[src/design/gtg_pkg.sv]
package gtg_pkg;

   // field widths
   localparam int unsigned COORD_W = 12;
   localparam int unsigned GAP_W   = 13;
   localparam int unsigned STEP_W  = 14;
   localparam int unsigned EDGE_W  = 15;
   localparam int unsigned SPAN_W  = 13;
   localparam int unsigned CNT_W   = 5;
   localparam int unsigned POS_W   = 4;
   localparam int unsigned IDX_W   = 6;

   // job queue between front and back
   localparam int unsigned JOBQ_DEPTH = 2;
   localparam int unsigned JOBQ_PTR_W = $clog2(JOBQ_DEPTH);
   localparam int unsigned JOBQ_CNT_W = $clog2(JOBQ_DEPTH + 1);

   // remainder policy codes
   localparam logic [1:0] POL_DISCARD = 2'd0;
   localparam logic [1:0] POL_KEEP    = 2'd1;

   // register indexes
   localparam logic [2:0] REG_ORIGIN_X    = 3'd0;
   localparam logic [2:0] REG_ORIGIN_Y    = 3'd1;
   localparam logic [2:0] REG_CELL_WIDTH  = 3'd2;
   localparam logic [2:0] REG_CELL_HEIGHT = 3'd3;
   localparam logic [2:0] REG_GAP_X       = 3'd4;
   localparam logic [2:0] REG_GAP_Y       = 3'd5;
   localparam logic [2:0] REG_WANTED_GRID = 3'd6;
   localparam logic [2:0] REG_POLICY      = 3'd7;

   typedef struct packed {
      logic [COORD_W-1:0] origin_x;
      logic [COORD_W-1:0] origin_y;
      logic [COORD_W-1:0] cell_width;
      logic [COORD_W-1:0] cell_height;
      logic [GAP_W-1:0]   gap_x;
      logic [GAP_W-1:0]   gap_y;
      logic [7:0]         wanted_grid;
      logic [1:0]         remainder_policy;
   } cfg_type;

   typedef struct packed {
      logic [CNT_W-1:0]   ncols;
      logic [CNT_W-1:0]   nrows;
      logic [COORD_W-1:0] image_width;
      logic [COORD_W-1:0] image_height;
   } job_type;

   typedef struct packed {
      logic [2:0]         cell_row;
      logic [2:0]         cell_col;
      logic [IDX_W-1:0]   cell_index;
      logic [COORD_W-1:0] left_edge;
      logic [COORD_W-1:0] top_edge;
      logic [SPAN_W-1:0]  right_edge;
      logic [SPAN_W-1:0]  bottom_edge;
      logic               partial_cell;
      logic               grid_empty;
      logic               last_cell;
   } result_type;

   typedef enum logic {
      FRONT_IDLE,
      FRONT_COUNT
   } front_state_type;

   typedef enum logic {
      BACK_IDLE,
      BACK_RUN
   } back_state_type;

   // cell size plus signed gap
   function automatic logic [STEP_W-1:0] step_of(input logic [COORD_W-1:0] size,
                                                 input logic [GAP_W-1:0] gap);
      step_of = {2'b00, size} + {gap[GAP_W-1], gap};
   endfunction

   // step usable: strictly positive
   function automatic logic step_ok(input logic [STEP_W-1:0] step);
      step_ok = !step[STEP_W-1] && (step != '0);
   endfunction

endpackage

[src/design/gtg_front.sv]
module gtg_front import gtg_pkg::*; #(
   parameter int unsigned MAX_COLS = 8,
   parameter int unsigned MAX_ROWS = 8
) (
   input  logic               clock,
   input  logic               reset,
   input  cfg_type            cfg,
   input  logic               req_push,
   output logic               req_full,
   input  logic [COORD_W-1:0] req_image_width,
   input  logic [COORD_W-1:0] req_image_height,
   input  logic               job_full,
   output logic               job_push,
   output job_type            job_data
);

   localparam logic [CNT_W-1:0] MAX_C = CNT_W'(MAX_COLS);
   localparam logic [CNT_W-1:0] MAX_R = CNT_W'(MAX_ROWS);

   front_state_type    state_ff, state_in;
   logic [COORD_W-1:0] iw_ff, iw_in, ih_ff, ih_in;
   logic [CNT_W-1:0]   nx_ff, nx_in, ny_ff, ny_in;
   logic [EDGE_W-1:0]  ex_ff, ex_in, ey_ff, ey_in;
   logic               dx_ff, dx_in, dy_ff, dy_in;

   logic [STEP_W-1:0]  step_x, step_y;
   logic               grid_ok;
   logic [CNT_W-1:0]   want_c, want_r;
   logic               stop_x, stop_y;
   logic               discard;
   logic               accept;

   // steps and clamped wanted counts
   always_comb begin
      step_x  = step_of(cfg.cell_width, cfg.gap_x);
      step_y  = step_of(cfg.cell_height, cfg.gap_y);
      grid_ok = (cfg.cell_width != '0) && (cfg.cell_height != '0) &&
                step_ok(step_x) && step_ok(step_y);
      want_c  = (cfg.wanted_grid[3:0] == 4'd0 || {1'b0, cfg.wanted_grid[3:0]} > MAX_C)
                ? MAX_C : {1'b0, cfg.wanted_grid[3:0]};
      want_r  = (cfg.wanted_grid[7:4] == 4'd0 || {1'b0, cfg.wanted_grid[7:4]} > MAX_R)
                ? MAX_R : {1'b0, cfg.wanted_grid[7:4]};
      discard = (cfg.remainder_policy == POL_DISCARD);
   end

   // stop tests for the cell at the current edge
   always_comb begin
      stop_x = (nx_ff >= want_c) || (ex_ff >= EDGE_W'(iw_ff)) ||
               (discard && (ex_ff + EDGE_W'(cfg.cell_width)) > EDGE_W'(iw_ff));
      stop_y = (ny_ff >= want_r) || (ey_ff >= EDGE_W'(ih_ff)) ||
               (discard && (ey_ff + EDGE_W'(cfg.cell_height)) > EDGE_W'(ih_ff));
   end

   assign accept = req_push && !req_full;

   // counting pass, one cell per axis each cycle
   always_comb begin
      iw_in = iw_ff;
      ih_in = ih_ff;
      nx_in = nx_ff;
      ny_in = ny_ff;
      ex_in = ex_ff;
      ey_in = ey_ff;
      dx_in = dx_ff;
      dy_in = dy_ff;
      if (accept) begin
         iw_in = req_image_width;
         ih_in = req_image_height;
         nx_in = '0;
         ny_in = '0;
         ex_in = EDGE_W'(cfg.origin_x);
         ey_in = EDGE_W'(cfg.origin_y);
         dx_in = !grid_ok;
         dy_in = !grid_ok;
      end else if (state_ff == FRONT_COUNT) begin
         if (!dx_ff) begin
            if (stop_x) begin
               dx_in = 1'b1;
            end else begin
               nx_in = nx_ff + CNT_W'(1);
               ex_in = ex_ff + EDGE_W'(step_x[SPAN_W-1:0]);
            end
         end
         if (!dy_ff) begin
            if (stop_y) begin
               dy_in = 1'b1;
            end else begin
               ny_in = ny_ff + CNT_W'(1);
               ey_in = ey_ff + EDGE_W'(step_y[SPAN_W-1:0]);
            end
         end
      end
   end

   // next state
   always_comb begin
      state_in = state_ff;
      unique case (state_ff)
         FRONT_IDLE: begin
            if (req_push) state_in = FRONT_COUNT;
         end
         FRONT_COUNT: begin
            if (dx_ff && dy_ff && !job_full) state_in = FRONT_IDLE;
         end
      endcase
   end

   // outputs
   always_comb begin
      req_full = 1'b1;
      job_push = 1'b0;
      unique case (state_ff)
         FRONT_IDLE: begin
            req_full = 1'b0;
         end
         FRONT_COUNT: begin
            job_push = dx_ff && dy_ff && !job_full;
         end
      endcase
   end

   assign job_data = '{ncols: nx_ff, nrows: ny_ff, image_width: iw_ff, image_height: ih_ff};

   always_ff @(posedge clock) begin
      if (reset) begin
         state_ff <= FRONT_IDLE;
         dx_ff    <= 1'b0;
         dy_ff    <= 1'b0;
      end else begin
         state_ff <= state_in;
         dx_ff    <= dx_in;
         dy_ff    <= dy_in;
      end
      iw_ff <= iw_in;
      ih_ff <= ih_in;
      nx_ff <= nx_in;
      ny_ff <= ny_in;
      ex_ff <= ex_in;
      ey_ff <= ey_in;
   end

endmodule

[src/design/gtg_job_queue.sv]
module gtg_job_queue import gtg_pkg::*; (
   input  logic    clock,
   input  logic    reset,
   input  logic    push,
   output logic    full,
   input  job_type push_data,
   input  logic    pop,
   output logic    empty,
   output job_type pop_data
);

   job_type                entries_ff [JOBQ_DEPTH];
   logic [JOBQ_PTR_W-1:0]  wr_ptr_ff, wr_ptr_in;
   logic [JOBQ_PTR_W-1:0]  rd_ptr_ff, rd_ptr_in;
   logic [JOBQ_CNT_W-1:0]  count_ff, count_in;
   logic                   do_push, do_pop;

   localparam logic [JOBQ_PTR_W-1:0] LAST_PTR = JOBQ_PTR_W'(JOBQ_DEPTH - 1);
   localparam logic [JOBQ_CNT_W-1:0] FULL_CNT = JOBQ_CNT_W'(JOBQ_DEPTH);

   assign full     = (count_ff == FULL_CNT);
   assign empty    = (count_ff == '0);
   assign do_push  = push && !full;
   assign do_pop   = pop && !empty;
   assign pop_data = entries_ff[rd_ptr_ff];

   // pointer and fill count update
   always_comb begin
      wr_ptr_in = wr_ptr_ff;
      rd_ptr_in = rd_ptr_ff;
      count_in  = count_ff;
      if (do_push) wr_ptr_in = (wr_ptr_ff == LAST_PTR) ? '0 : wr_ptr_ff + JOBQ_PTR_W'(1);
      if (do_pop)  rd_ptr_in = (rd_ptr_ff == LAST_PTR) ? '0 : rd_ptr_ff + JOBQ_PTR_W'(1);
      if (do_push && !do_pop) count_in = count_ff + JOBQ_CNT_W'(1);
      if (do_pop && !do_push) count_in = count_ff - JOBQ_CNT_W'(1);
   end

   always_ff @(posedge clock) begin
      if (reset) begin
         wr_ptr_ff <= '0;
         rd_ptr_ff <= '0;
         count_ff  <= '0;
      end else begin
         wr_ptr_ff <= wr_ptr_in;
         rd_ptr_ff <= rd_ptr_in;
         count_ff  <= count_in;
      end
      if (do_push) entries_ff[wr_ptr_ff] <= push_data;
   end

endmodule

[src/design/gtg_back.sv]
module gtg_back import gtg_pkg::*; (
   input  logic       clock,
   input  logic       reset,
   input  cfg_type    cfg,
   input  logic       job_empty,
   input  job_type    job_data,
   output logic       job_pop,
   output logic       rsp_empty,
   input  logic       rsp_pop,
   output result_type rsp_word
);

   localparam logic [IDX_W-1:0] LAST_IDX = '1;

   back_state_type     state_ff, state_in;
   job_type            job_ff, job_in;
   logic [POS_W-1:0]   r_ff, r_in, c_ff, c_in;
   logic [IDX_W-1:0]   k_ff, k_in;
   logic [COORD_W-1:0] left_ff, left_in, top_ff, top_in;
   logic               out_valid_ff, out_valid_in;
   result_type         out_ff, out_in;

   logic               slot_free, emit, empty_job;
   logic               last_col, last_row, last;
   logic [STEP_W-1:0]  step_x, step_y;
   logic [SPAN_W-1:0]  right, bottom;
   logic               part_x, part_y, keep;
   result_type         cell_word;

   assign slot_free = !out_valid_ff || rsp_pop;
   assign step_x    = step_of(cfg.cell_width, cfg.gap_x);
   assign step_y    = step_of(cfg.cell_height, cfg.gap_y);
   assign keep      = (cfg.remainder_policy == POL_KEEP);

   // position tests
   always_comb begin
      empty_job = (job_ff.ncols == '0) || (job_ff.nrows == '0);
      last_col  = ({1'b0, c_ff} + CNT_W'(1)) == job_ff.ncols;
      last_row  = ({1'b0, r_ff} + CNT_W'(1)) == job_ff.nrows;
      last      = empty_job || (k_ff == LAST_IDX) || (last_row && last_col);
   end

   // cell rectangle and flags
   always_comb begin
      right  = {1'b0, left_ff} + {1'b0, cfg.cell_width};
      bottom = {1'b0, top_ff} + {1'b0, cfg.cell_height};
      part_x = right > {1'b0, job_ff.image_width};
      part_y = bottom > {1'b0, job_ff.image_height};
      if (empty_job) begin
         cell_word            = '0;
         cell_word.grid_empty = 1'b1;
         cell_word.last_cell  = 1'b1;
      end else begin
         cell_word.cell_row     = r_ff[2:0];
         cell_word.cell_col     = c_ff[2:0];
         cell_word.cell_index   = k_ff;
         cell_word.left_edge    = left_ff;
         cell_word.top_edge     = top_ff;
         cell_word.right_edge   = (part_x && keep) ? {1'b0, job_ff.image_width} : right;
         cell_word.bottom_edge  = (part_y && keep) ? {1'b0, job_ff.image_height} : bottom;
         cell_word.partial_cell = part_x || part_y;
         cell_word.grid_empty   = 1'b0;
         cell_word.last_cell    = last;
      end
   end

   // next state
   always_comb begin
      state_in = state_ff;
      unique case (state_ff)
         BACK_IDLE: begin
            if (!job_empty) state_in = BACK_RUN;
         end
         BACK_RUN: begin
            if (slot_free && last) state_in = BACK_IDLE;
         end
      endcase
   end

   // outputs
   always_comb begin
      job_pop = 1'b0;
      emit    = 1'b0;
      unique case (state_ff)
         BACK_IDLE: begin
            job_pop = !job_empty;
         end
         BACK_RUN: begin
            emit = slot_free;
         end
      endcase
   end

   // walk the grid in row-major order
   always_comb begin
      job_in  = job_ff;
      r_in    = r_ff;
      c_in    = c_ff;
      k_in    = k_ff;
      left_in = left_ff;
      top_in  = top_ff;
      if (job_pop) begin
         job_in  = job_data;
         r_in    = '0;
         c_in    = '0;
         k_in    = '0;
         left_in = cfg.origin_x;
         top_in  = cfg.origin_y;
      end else if (emit && !last) begin
         k_in = k_ff + IDX_W'(1);
         if (last_col) begin
            c_in    = '0;
            r_in    = r_ff + POS_W'(1);
            left_in = cfg.origin_x;
            top_in  = top_ff + step_y[COORD_W-1:0];
         end else begin
            c_in    = c_ff + POS_W'(1);
            left_in = left_ff + step_x[COORD_W-1:0];
         end
      end
   end

   // output word register
   always_comb begin
      out_valid_in = out_valid_ff;
      out_in       = out_ff;
      if (emit) begin
         out_valid_in = 1'b1;
         out_in       = cell_word;
      end else if (rsp_pop) begin
         out_valid_in = 1'b0;
      end
   end

   assign rsp_empty = !out_valid_ff;
   assign rsp_word  = out_ff;

   always_ff @(posedge clock) begin
      if (reset) begin
         state_ff     <= BACK_IDLE;
         out_valid_ff <= 1'b0;
      end else begin
         state_ff     <= state_in;
         out_valid_ff <= out_valid_in;
      end
      job_ff  <= job_in;
      r_ff    <= r_in;
      c_ff    <= c_in;
      k_ff    <= k_in;
      left_ff <= left_in;
      top_ff  <= top_in;
      out_ff  <= out_in;
   end

endmodule

[src/design/grid_tile_generator_unit.sv]
// channel  | direction | handshake                  | fields
// ---------+-----------+----------------------------+---------------------------------------
// req      | in        | push / full                | image_width, image_height
// rsp      | out       | empty / pop                | cell_row .. last_cell, one word a cell
// csr      | in        | apb psel/penable, pready=1 | eight registers at byte address 4*i
//
// a counting pass in the front part steps one column and one row per cycle;
// the back part pops a job, then gives one word per cycle while the output word is free or
// popped, ncols * nrows words (at most 64), or one word for an empty grid.
// the two-entry job queue between them lets the front part count the next image early.
// reset clears control state and loads the register reset values; rsp_pop held low stalls
// the back part, then the job queue fills, then req_full stays high.
module grid_tile_generator_unit import gtg_pkg::*; #(
   parameter int unsigned MAX_COLS = 8,
   parameter int unsigned MAX_ROWS = 8
) (
   input  logic               clock,
   input  logic               reset,
   // configuration
   input  logic               csr_psel,
   input  logic               csr_penable,
   input  logic               csr_pwrite,
   input  logic [4:0]         csr_paddr,
   input  logic [31:0]        csr_pwdata,
   output logic [31:0]        csr_prdata,
   output logic               csr_pready,
   // input words
   input  logic               req_push,
   output logic               req_full,
   input  logic [COORD_W-1:0] req_image_width,
   input  logic [COORD_W-1:0] req_image_height,
   // result words
   output logic               rsp_empty,
   input  logic               rsp_pop,
   output logic [2:0]         rsp_cell_row,
   output logic [2:0]         rsp_cell_col,
   output logic [IDX_W-1:0]   rsp_cell_index,
   output logic [COORD_W-1:0] rsp_left_edge,
   output logic [COORD_W-1:0] rsp_top_edge,
   output logic [SPAN_W-1:0]  rsp_right_edge,
   output logic [SPAN_W-1:0]  rsp_bottom_edge,
   output logic               rsp_partial_cell,
   output logic               rsp_grid_empty,
   output logic               rsp_last_cell
);

   cfg_type    cfg_ff, cfg_in;
   logic       csr_write;
   logic       job_push, job_full, job_pop, job_empty;
   job_type    job_wr, job_rd;
   result_type rsp_word;

   assign csr_pready = 1'b1;
   assign csr_write  = csr_psel && csr_penable && csr_pwrite && csr_pready;

   // register writes
   always_comb begin
      cfg_in = cfg_ff;
      if (csr_write) begin
         unique case (csr_paddr[4:2])
            REG_ORIGIN_X:    cfg_in.origin_x         = csr_pwdata[COORD_W-1:0];
            REG_ORIGIN_Y:    cfg_in.origin_y         = csr_pwdata[COORD_W-1:0];
            REG_CELL_WIDTH:  cfg_in.cell_width       = csr_pwdata[COORD_W-1:0];
            REG_CELL_HEIGHT: cfg_in.cell_height      = csr_pwdata[COORD_W-1:0];
            REG_GAP_X:       cfg_in.gap_x            = csr_pwdata[GAP_W-1:0];
            REG_GAP_Y:       cfg_in.gap_y            = csr_pwdata[GAP_W-1:0];
            REG_WANTED_GRID: cfg_in.wanted_grid      = csr_pwdata[7:0];
            REG_POLICY:      cfg_in.remainder_policy = csr_pwdata[1:0];
         endcase
      end
   end

   // register reads
   always_comb begin
      unique case (csr_paddr[4:2])
         REG_ORIGIN_X:    csr_prdata = 32'(cfg_ff.origin_x);
         REG_ORIGIN_Y:    csr_prdata = 32'(cfg_ff.origin_y);
         REG_CELL_WIDTH:  csr_prdata = 32'(cfg_ff.cell_width);
         REG_CELL_HEIGHT: csr_prdata = 32'(cfg_ff.cell_height);
         REG_GAP_X:       csr_prdata = 32'(cfg_ff.gap_x);
         REG_GAP_Y:       csr_prdata = 32'(cfg_ff.gap_y);
         REG_WANTED_GRID: csr_prdata = 32'(cfg_ff.wanted_grid);
         REG_POLICY:      csr_prdata = 32'(cfg_ff.remainder_policy);
      endcase
   end

   always_ff @(posedge clock) begin
      if (reset) begin
         cfg_ff <= '{origin_x: '0, origin_y: '0,
                     cell_width: COORD_W'(64), cell_height: COORD_W'(64),
                     gap_x: '0, gap_y: '0, wanted_grid: '0, remainder_policy: POL_DISCARD};
      end else begin
         cfg_ff <= cfg_in;
      end
   end

   // front: counts columns and rows
   gtg_front #(
      .MAX_COLS (MAX_COLS),
      .MAX_ROWS (MAX_ROWS)
   ) u_front (
      .clock            (clock),
      .reset            (reset),
      .cfg              (cfg_ff),
      .req_push         (req_push),
      .req_full         (req_full),
      .req_image_width  (req_image_width),
      .req_image_height (req_image_height),
      .job_full         (job_full),
      .job_push         (job_push),
      .job_data         (job_wr)
   );

   // counted jobs waiting for the back part
   gtg_job_queue u_job_queue (
      .clock     (clock),
      .reset     (reset),
      .push      (job_push),
      .full      (job_full),
      .push_data (job_wr),
      .pop       (job_pop),
      .empty     (job_empty),
      .pop_data  (job_rd)
   );

   // back: emits cells
   gtg_back u_back (
      .clock     (clock),
      .reset     (reset),
      .cfg       (cfg_ff),
      .job_empty (job_empty),
      .job_data  (job_rd),
      .job_pop   (job_pop),
      .rsp_empty (rsp_empty),
      .rsp_pop   (rsp_pop),
      .rsp_word  (rsp_word)
   );

   assign rsp_cell_row     = rsp_word.cell_row;
   assign rsp_cell_col     = rsp_word.cell_col;
   assign rsp_cell_index   = rsp_word.cell_index;
   assign rsp_left_edge    = rsp_word.left_edge;
   assign rsp_top_edge     = rsp_word.top_edge;
   assign rsp_right_edge   = rsp_word.right_edge;
   assign rsp_bottom_edge  = rsp_word.bottom_edge;
   assign rsp_partial_cell = rsp_word.partial_cell;
   assign rsp_grid_empty   = rsp_word.grid_empty;
   assign rsp_last_cell    = rsp_word.last_cell;

endmodule
[config.mk]
export PLATFORM = sky130hd
export DESIGN_NAME = grid_tile_generator_unit
export DESIGN_NICKNAME = d
export VERILOG_FILES = /design/src/design/gtg_pkg.sv /design/src/design/gtg_front.sv /design/src/design/gtg_job_queue.sv /design/src/design/gtg_back.sv /design/src/design/grid_tile_generator_unit.sv
export SDC_FILE = /design/constraint.sdc
export NUM_CORES = 1
export LEC_CHECK = 0
export BUFFER_PORTS_ARGS = -buffer_cell sky130_fd_sc_hd__buf_4
export CAP_MARGIN = 20
export CORE_ASPECT_RATIO = 1.1
export CORE_MARGIN = 2
export CORE_UTILIZATION = 45
export CTS_CLUSTER_DIAMETER = 100
export CTS_CLUSTER_SIZE = 14
export DETAILED_ROUTE_END_ITERATION = 10
export PLACE_DENSITY = 0.69
export SKIP_CTS_REPAIR_TIMING = 1
export SLEW_MARGIN = 20
export SYNTH_ARGS = -nofsm -noshare
export SYNTH_HDL_FRONTEND = slang
export SYNTH_SLANG_ARGS = --single-unit
[constraint.sdc]
create_clock -name clock -period 9.67 [get_ports clock]
set_input_delay 1.934 -clock clock [delete_from_list [all_inputs] [get_ports clock]]
set_output_delay 1.934 -clock clock [all_outputs]
set_load 0.005 [all_outputs]
Word level (Yosys, flattened, before mapping)
Memories as Yosys holds them, arrays and structs flattened. A register that Yosys moved wholly into a read port is not among the register bits.
Cells that the tools add are included.
{"block": "totals", "regBits": 260, "ram_bits": 68, "in_bits": 68, "output_inout_bits": 100, "wordCells": 215, "mem_count": 1}
{"name": "u_job_queue.entries_ff", "words": 2, "word_bits": 34, "rd": 1, "rd_clocked_by_memory_dff": 1, "wr": 1, "line": "gtg_job_queue.sv:12", "text": "job_type entries_ff [JOBQ_DEPTH];"}
{"block": "op_classes", "addsub": 21, "order_cmp": 10, "eq_ne": 16, "n_mux": 47, "bitwise_logic": 6, "n_reduce_logical": 73}
{"cell": "case mux 32 bit (8 select lines)", "count": 1}
{"cell": "two-way mux 12 bit", "count": 16}
{"cell": "adder 15 x 12 -> 15 bit", "count": 2}
{"cell": "adder 15 x 13 -> 15 bit", "count": 2}
{"cell": "greater-or-equal comparator 15 x 12 -> 1 bit", "count": 2}
{"cell": "greater-than comparator 15 x 12 -> 1 bit", "count": 2}
{"cell": "adder 13 x 13 -> 14 bit", "count": 2}
{"cell": "nonzero test 14 bit", "count": 2}
{"cell": "adder 12 x 12 -> 13 bit", "count": 2}
{"cell": "greater-than comparator 13 x 12 -> 1 bit", "count": 2}
{"cell": "adder 12 bit", "count": 2}
{"cell": "nonzero test 12 bit", "count": 2}
{"cell": "two-way mux 1 bit", "count": 22}
{"cell": "logical AND 1 bit", "count": 21}
{"cell": "AND reduction 2 bit", "count": 10}
{"cell": "equality test 3 bit, second input constant", "count": 4}
{"cell": "two-way mux 4 bit", "count": 3}
{"cell": "AND reduction 3 bit", "count": 4}
{"cell": "logical OR 1 bit", "count": 11}
{"cell": "adder 4 x 1 -> 5 bit, second input constant", "count": 2}
{"cell": "adder 5 x 1 -> 5 bit, second input constant", "count": 2}
{"cell": "equality test 5 bit", "count": 2}
{"cell": "greater-or-equal comparator 5 bit", "count": 2}
{"cell": "logical NOT 5 bit", "count": 2}
{"cell": "other kinds (21)", "count": 51}

Logic depth before layout (Yosys ltp)
{"block": "logic_depth", "depth_word": 10, "mapped_depth": 21, "ltp_nobuf": 20}

Modules after synthesis
Synthesis repeated with hierarchy kept, for this count alone.
{"block": "hier_totals", "cells_unflattened": 2196, "hier_area_um2": 22741.8}
{"mod": "gtg_back", "instances": 1, "cells_each": 777, "area_per_inst_um2": 8607.0, "seq_area_each_um2": 4013.8}
{"mod": "gtg_front", "instances": 1, "cells_each": 825, "area_per_inst_um2": 7226.9, "seq_area_each_um2": 1821.7}
{"mod": "grid_tile_generator_unit", "instances": 1, "cells_each": 462, "area_per_inst_um2": 4239.1, "seq_area_each_um2": 1681.6}
{"mod": "gtg_job_queue", "instances": 1, "cells_each": 132, "area_per_inst_um2": 2668.8, "seq_area_each_um2": 2142.1}

Worst setup path before layout
OpenSTA, ideal clock, no wires.
{"block": "synth_path", "path_type": "input -> output", "startpoint": "input csr_paddr[2]", "endpoint": "output csr_prdata[7]", "arrival_ns": 3.294, "slack_ns": 4.442, "stages": 7, "path_buffers": 3, "cell_sequence": "clkbuf_1 > clkbuf_1 > buf_1 > mux2i_1 > o22ai_1 > a21oi_1 > nor2_1"}
{"block": "synth_between", "elab_chain_len": 2}
{"element": "from (decl)", "line": "grid_tile_generator_unit.sv:23", "text": "input logic [4:0] csr_paddr,"}
{"element": "equality test 3 bit (tied with other cells)", "line": "grid_tile_generator_unit.sv:75", "text": "unique case (csr_paddr[4:2])"}
{"element": "case mux 32 bit (8 select lines) (*)", "line": "grid_tile_generator_unit.sv:75"}
{"element": "to (decl)", "line": "grid_tile_generator_unit.sv:25", "text": "output logic [31:0] csr_prdata,"}
Every way passes the cells marked *; elsewhere a longest branch is shown, timed or not. The select of a mux whose other input is x is not followed.

Final worst setup path
{"block": "layout_path", "startpoint": "input csr_paddr[3]", "endpoint": "output csr_prdata[2]"}
The elaborated chain is that of the path after synthesis.

==> impl_metrics.yaml <==
timing:
  setup-violations-final: 0
  fin_setup_tns_ps: 0
  grt_setup_unrepaired: "false"
  final.setup.worst_slack_ps: 3920
  hold_viol_final: 0
  max_freq_mhz: 174
  tightest_slew_ps: 1160
  finClkSkew_ps: 28.2
  drv_slew: 0
  holdWs_ps: 459
  slew_headroom_pct: 22.0
  fin_crit_sh_pct: 59.5
  period_needed_ps: 5750
die:
  die_w_microns: 213
  placementRows: 84
  die_area_sq_um: 49700
  initial_core_util_pct: 45.3
  io_pins: 168
  coreArea_sq_um: 47600
  die_y_microns: 234
layout:
  n_antenna_cell: 0
  final_util_pct: 50.5
  final_cells: 2896
  areaGrowthSynthToFinish_pct: 11.5
  final_area_sq_um: 24000
  final_nets: 2517
  layout-drive-gt1-share_pct: 11.2
pwr:
  powerDensity_nw_per_um2: 202
  sw_frac_of_total_pct: 34.1
  p_int_mw: 3.21
  combPwrFrac_pct: 31.9
  pwr-share-clk_pct: 23.3
  p_leak_nw: 9.80
  seqPwrFrac_pct: 44.8
  power.switching_mw: 1.66
  p_total_mw: 4.87
  ir_worst_vdd_mv: 0.131
place:
  dpl-instance-area_sq_um: 23200
  place_congestion: 0.932
  io_buffers: 126
  place_inst: 2845
  dp_hpwl_mm: 45.3
  place_ws_ps: 4020
logic_synthesis:
  synthFlopType: "edfxtp_1"
  synth_cells: 2118
  yosys.area.top_type: "edfxtp_1"
  synth.yosys.seq_area_share_pct: 44.7
  synth.area.top_cells: "edfxtp_1 33%, ha_1 12%, dfxtp_1 11%, mux2i_1 3.9%, nor2_1 3.8%"
  yosys_warnings: 0
  synth_top_area_share_pct: 33.3
  synthesis.area_sq_um: 21600
  yosysMostFrequentCell: "edfxtp_1"
  avgSynthCellArea_sq_um: 10.2
  ys_types: 89
  synth-edff-count: 239
  ys_ff_latch: 362
  ys_top_cells_by_count: "239 x edfxtp_1, 221 x nor2_1, 206 x ha_1, 181 x nand2_1, 148 x a21oi_1"
  async_reset_ff_share_pct: 0
clock_tree:
  htree_levels: 1
  cts_sinks: 362
  root_buffer: "clkbuf_16"
  cts_buffers: 29
  clk_pin_slew_ps: 70
  clock_latency_ps: 610
  clock_path_buffers: 3
  tritoncts: "built"
setup_path:
  cp_max_fo: 30
  path_delay_family: "simple AND/OR/NAND/NOR gates"
  crit_type: "in -> out"
  path_cells: "buf_4 > inv_1 > nor2_1 > a22o_1 > a21oi_1 > nor2_1 > buf_4"
  reg2reg_slack_ps: 4320
  critical_path.slowest_cell: "nor2_1"
  rr_startpoint: "cfg_ff[48]$_SDFFE_PP0P_"
  startpoint_type: "input port"
  crit_arrival_ps: 3810
  critPathBufInv: 3
  max_stage_delay_ps: 490
  end_kind: "output pin"
  crit_required_ps: 7740
  crit_path_start: "csr_paddr[3]"
drt:
  final_antenna_net_count: 0
  post_drt_via_cell_ratio: 5.70
  firstDrtPassIters: 7
  drt_iter0_drc: 1349
  wl_per_cell_microns: 20.7
  drc: 0
  vias: 16500
  wirelength_mm: 59.9
global_routing:
  grt_usage_pct: 24.0
  grt_overflow: 0
  grt_pass1_vias: 16000
  grt_max_degree: 94
  antenna_found_initial: 0
  grt_first_pass_wirelength_mm: 90.8
min_path:
  hp-class: "reg -> reg"
  holdCritStartpoint: "cfg_ff[62]$_SDFFE_PP0P_"
run_status:
  status: "finished, final reports clean"
job:
  max-cap-violations: 0
==> routing by layer <==
layer	global-route usage, %	vias up	routed length, microns
met4	12.3	0	3170
met5	0	-	0
met1	30.5	7937	24700
met2	40.6	545	28600
met3	2.42	149	3400
li1	-	7881	-
==> final timing paths <==
check	endpoint	cells after the start
worst max-delay path	csr_prdata[2]	7
worst min-delay path	cfg_ff[62]$_SDFFE_PP0P_	2
worst min register to register	cfg_ff[62]$_SDFFE_PP0P_	2
worst max register to register	u_front.ex_ff[4]$_DFFE_PP_	19
==> worst reg2reg max path: cells and delay by family (launching register included) <==
kind,cells,cell delay [ps]
AND/OR/NAND/NOR,4,1720
AO/OA/AOI/OAI,9,1220
adder cells (fa/ha/maj),3,980
flip-flops,1,630
buffers and inverters,2,280
XOR/XNOR,1,140
==> layout by cell type, fill, tap and decap left out, drive strengths merged, types with 20 or more instances in the layout <==
master and n:
nor2b 20, and2 42, o21ai 93, mux2i 83, dfxtp 123, mux2 41
nand3 42, inv 116, a21oi 149, nand2 181, o21a 23, nand2b 28
buf 145, xor2 39, nor3 46, conb 20, nor2 222, a211oi 32
clkbuf 48, a21o 33, edfxtp 239, xnor2 66, ha 206
==> cell families after synthesis <==
logic type / count (synthesis) / share of synthesized area, %
AND/OR/NAND/NOR: 641 / 13.7
AO/OA/AOI/OAI: 470 / 14.5
multiplexers: 125 / 6.10
buffers and inverters: 196 / 3.78
other: 2 / 0.0348
adder cells (fa/ha/maj): 216 / 12.9
XOR/XNOR: 106 / 4.37
flip-flops: 362 / 44.7
==> layout make-up <==
class | instances | area [sq um]
Clock buffer | 48 | 807
Sequential cell | 362 | 9640
Multi-Input combinational cell | 1578 | 11200
Timing Repair Buffer | 145 | 1120
Inverter | 117 | 439
Clock inverter | 1 | 20.0
Fill cell | 4331 | 23600
Tap cell | 645 | 807
==> sequential cells by signal, summed over array words and instances, names as in the netlist, 5 cells and up <==
signal / count
u_back.rsp_word: 65
u_front.nx_ff: 5
u_front.ny_ff: 5
u_front.ex_ff: 15
u_front.ih_ff: 12
u_back.k_ff: 6
u_front.iw_ff: 12
u_front.ey_ff: 15
u_back.job_ff: 34
cfg_ff: 84
u_back.left_ff: 12
u_back.top_ff: 12
u_job_queue.entries_ff: 68
==> power by group through the flow <==
stage	Combinational, mW	Sequential [mW]	Clock (mW)
after floorplan	1.08	2.13	0
after global placement	1.48	2.21	0
after detailed placement	1.54	2.22	0
after CTS	1.55	2.18	1.16
after global routing	1.74	2.20	1.21
final	1.55	2.18	1.13
Note: power is estimated with default switching activity, not from simulation.
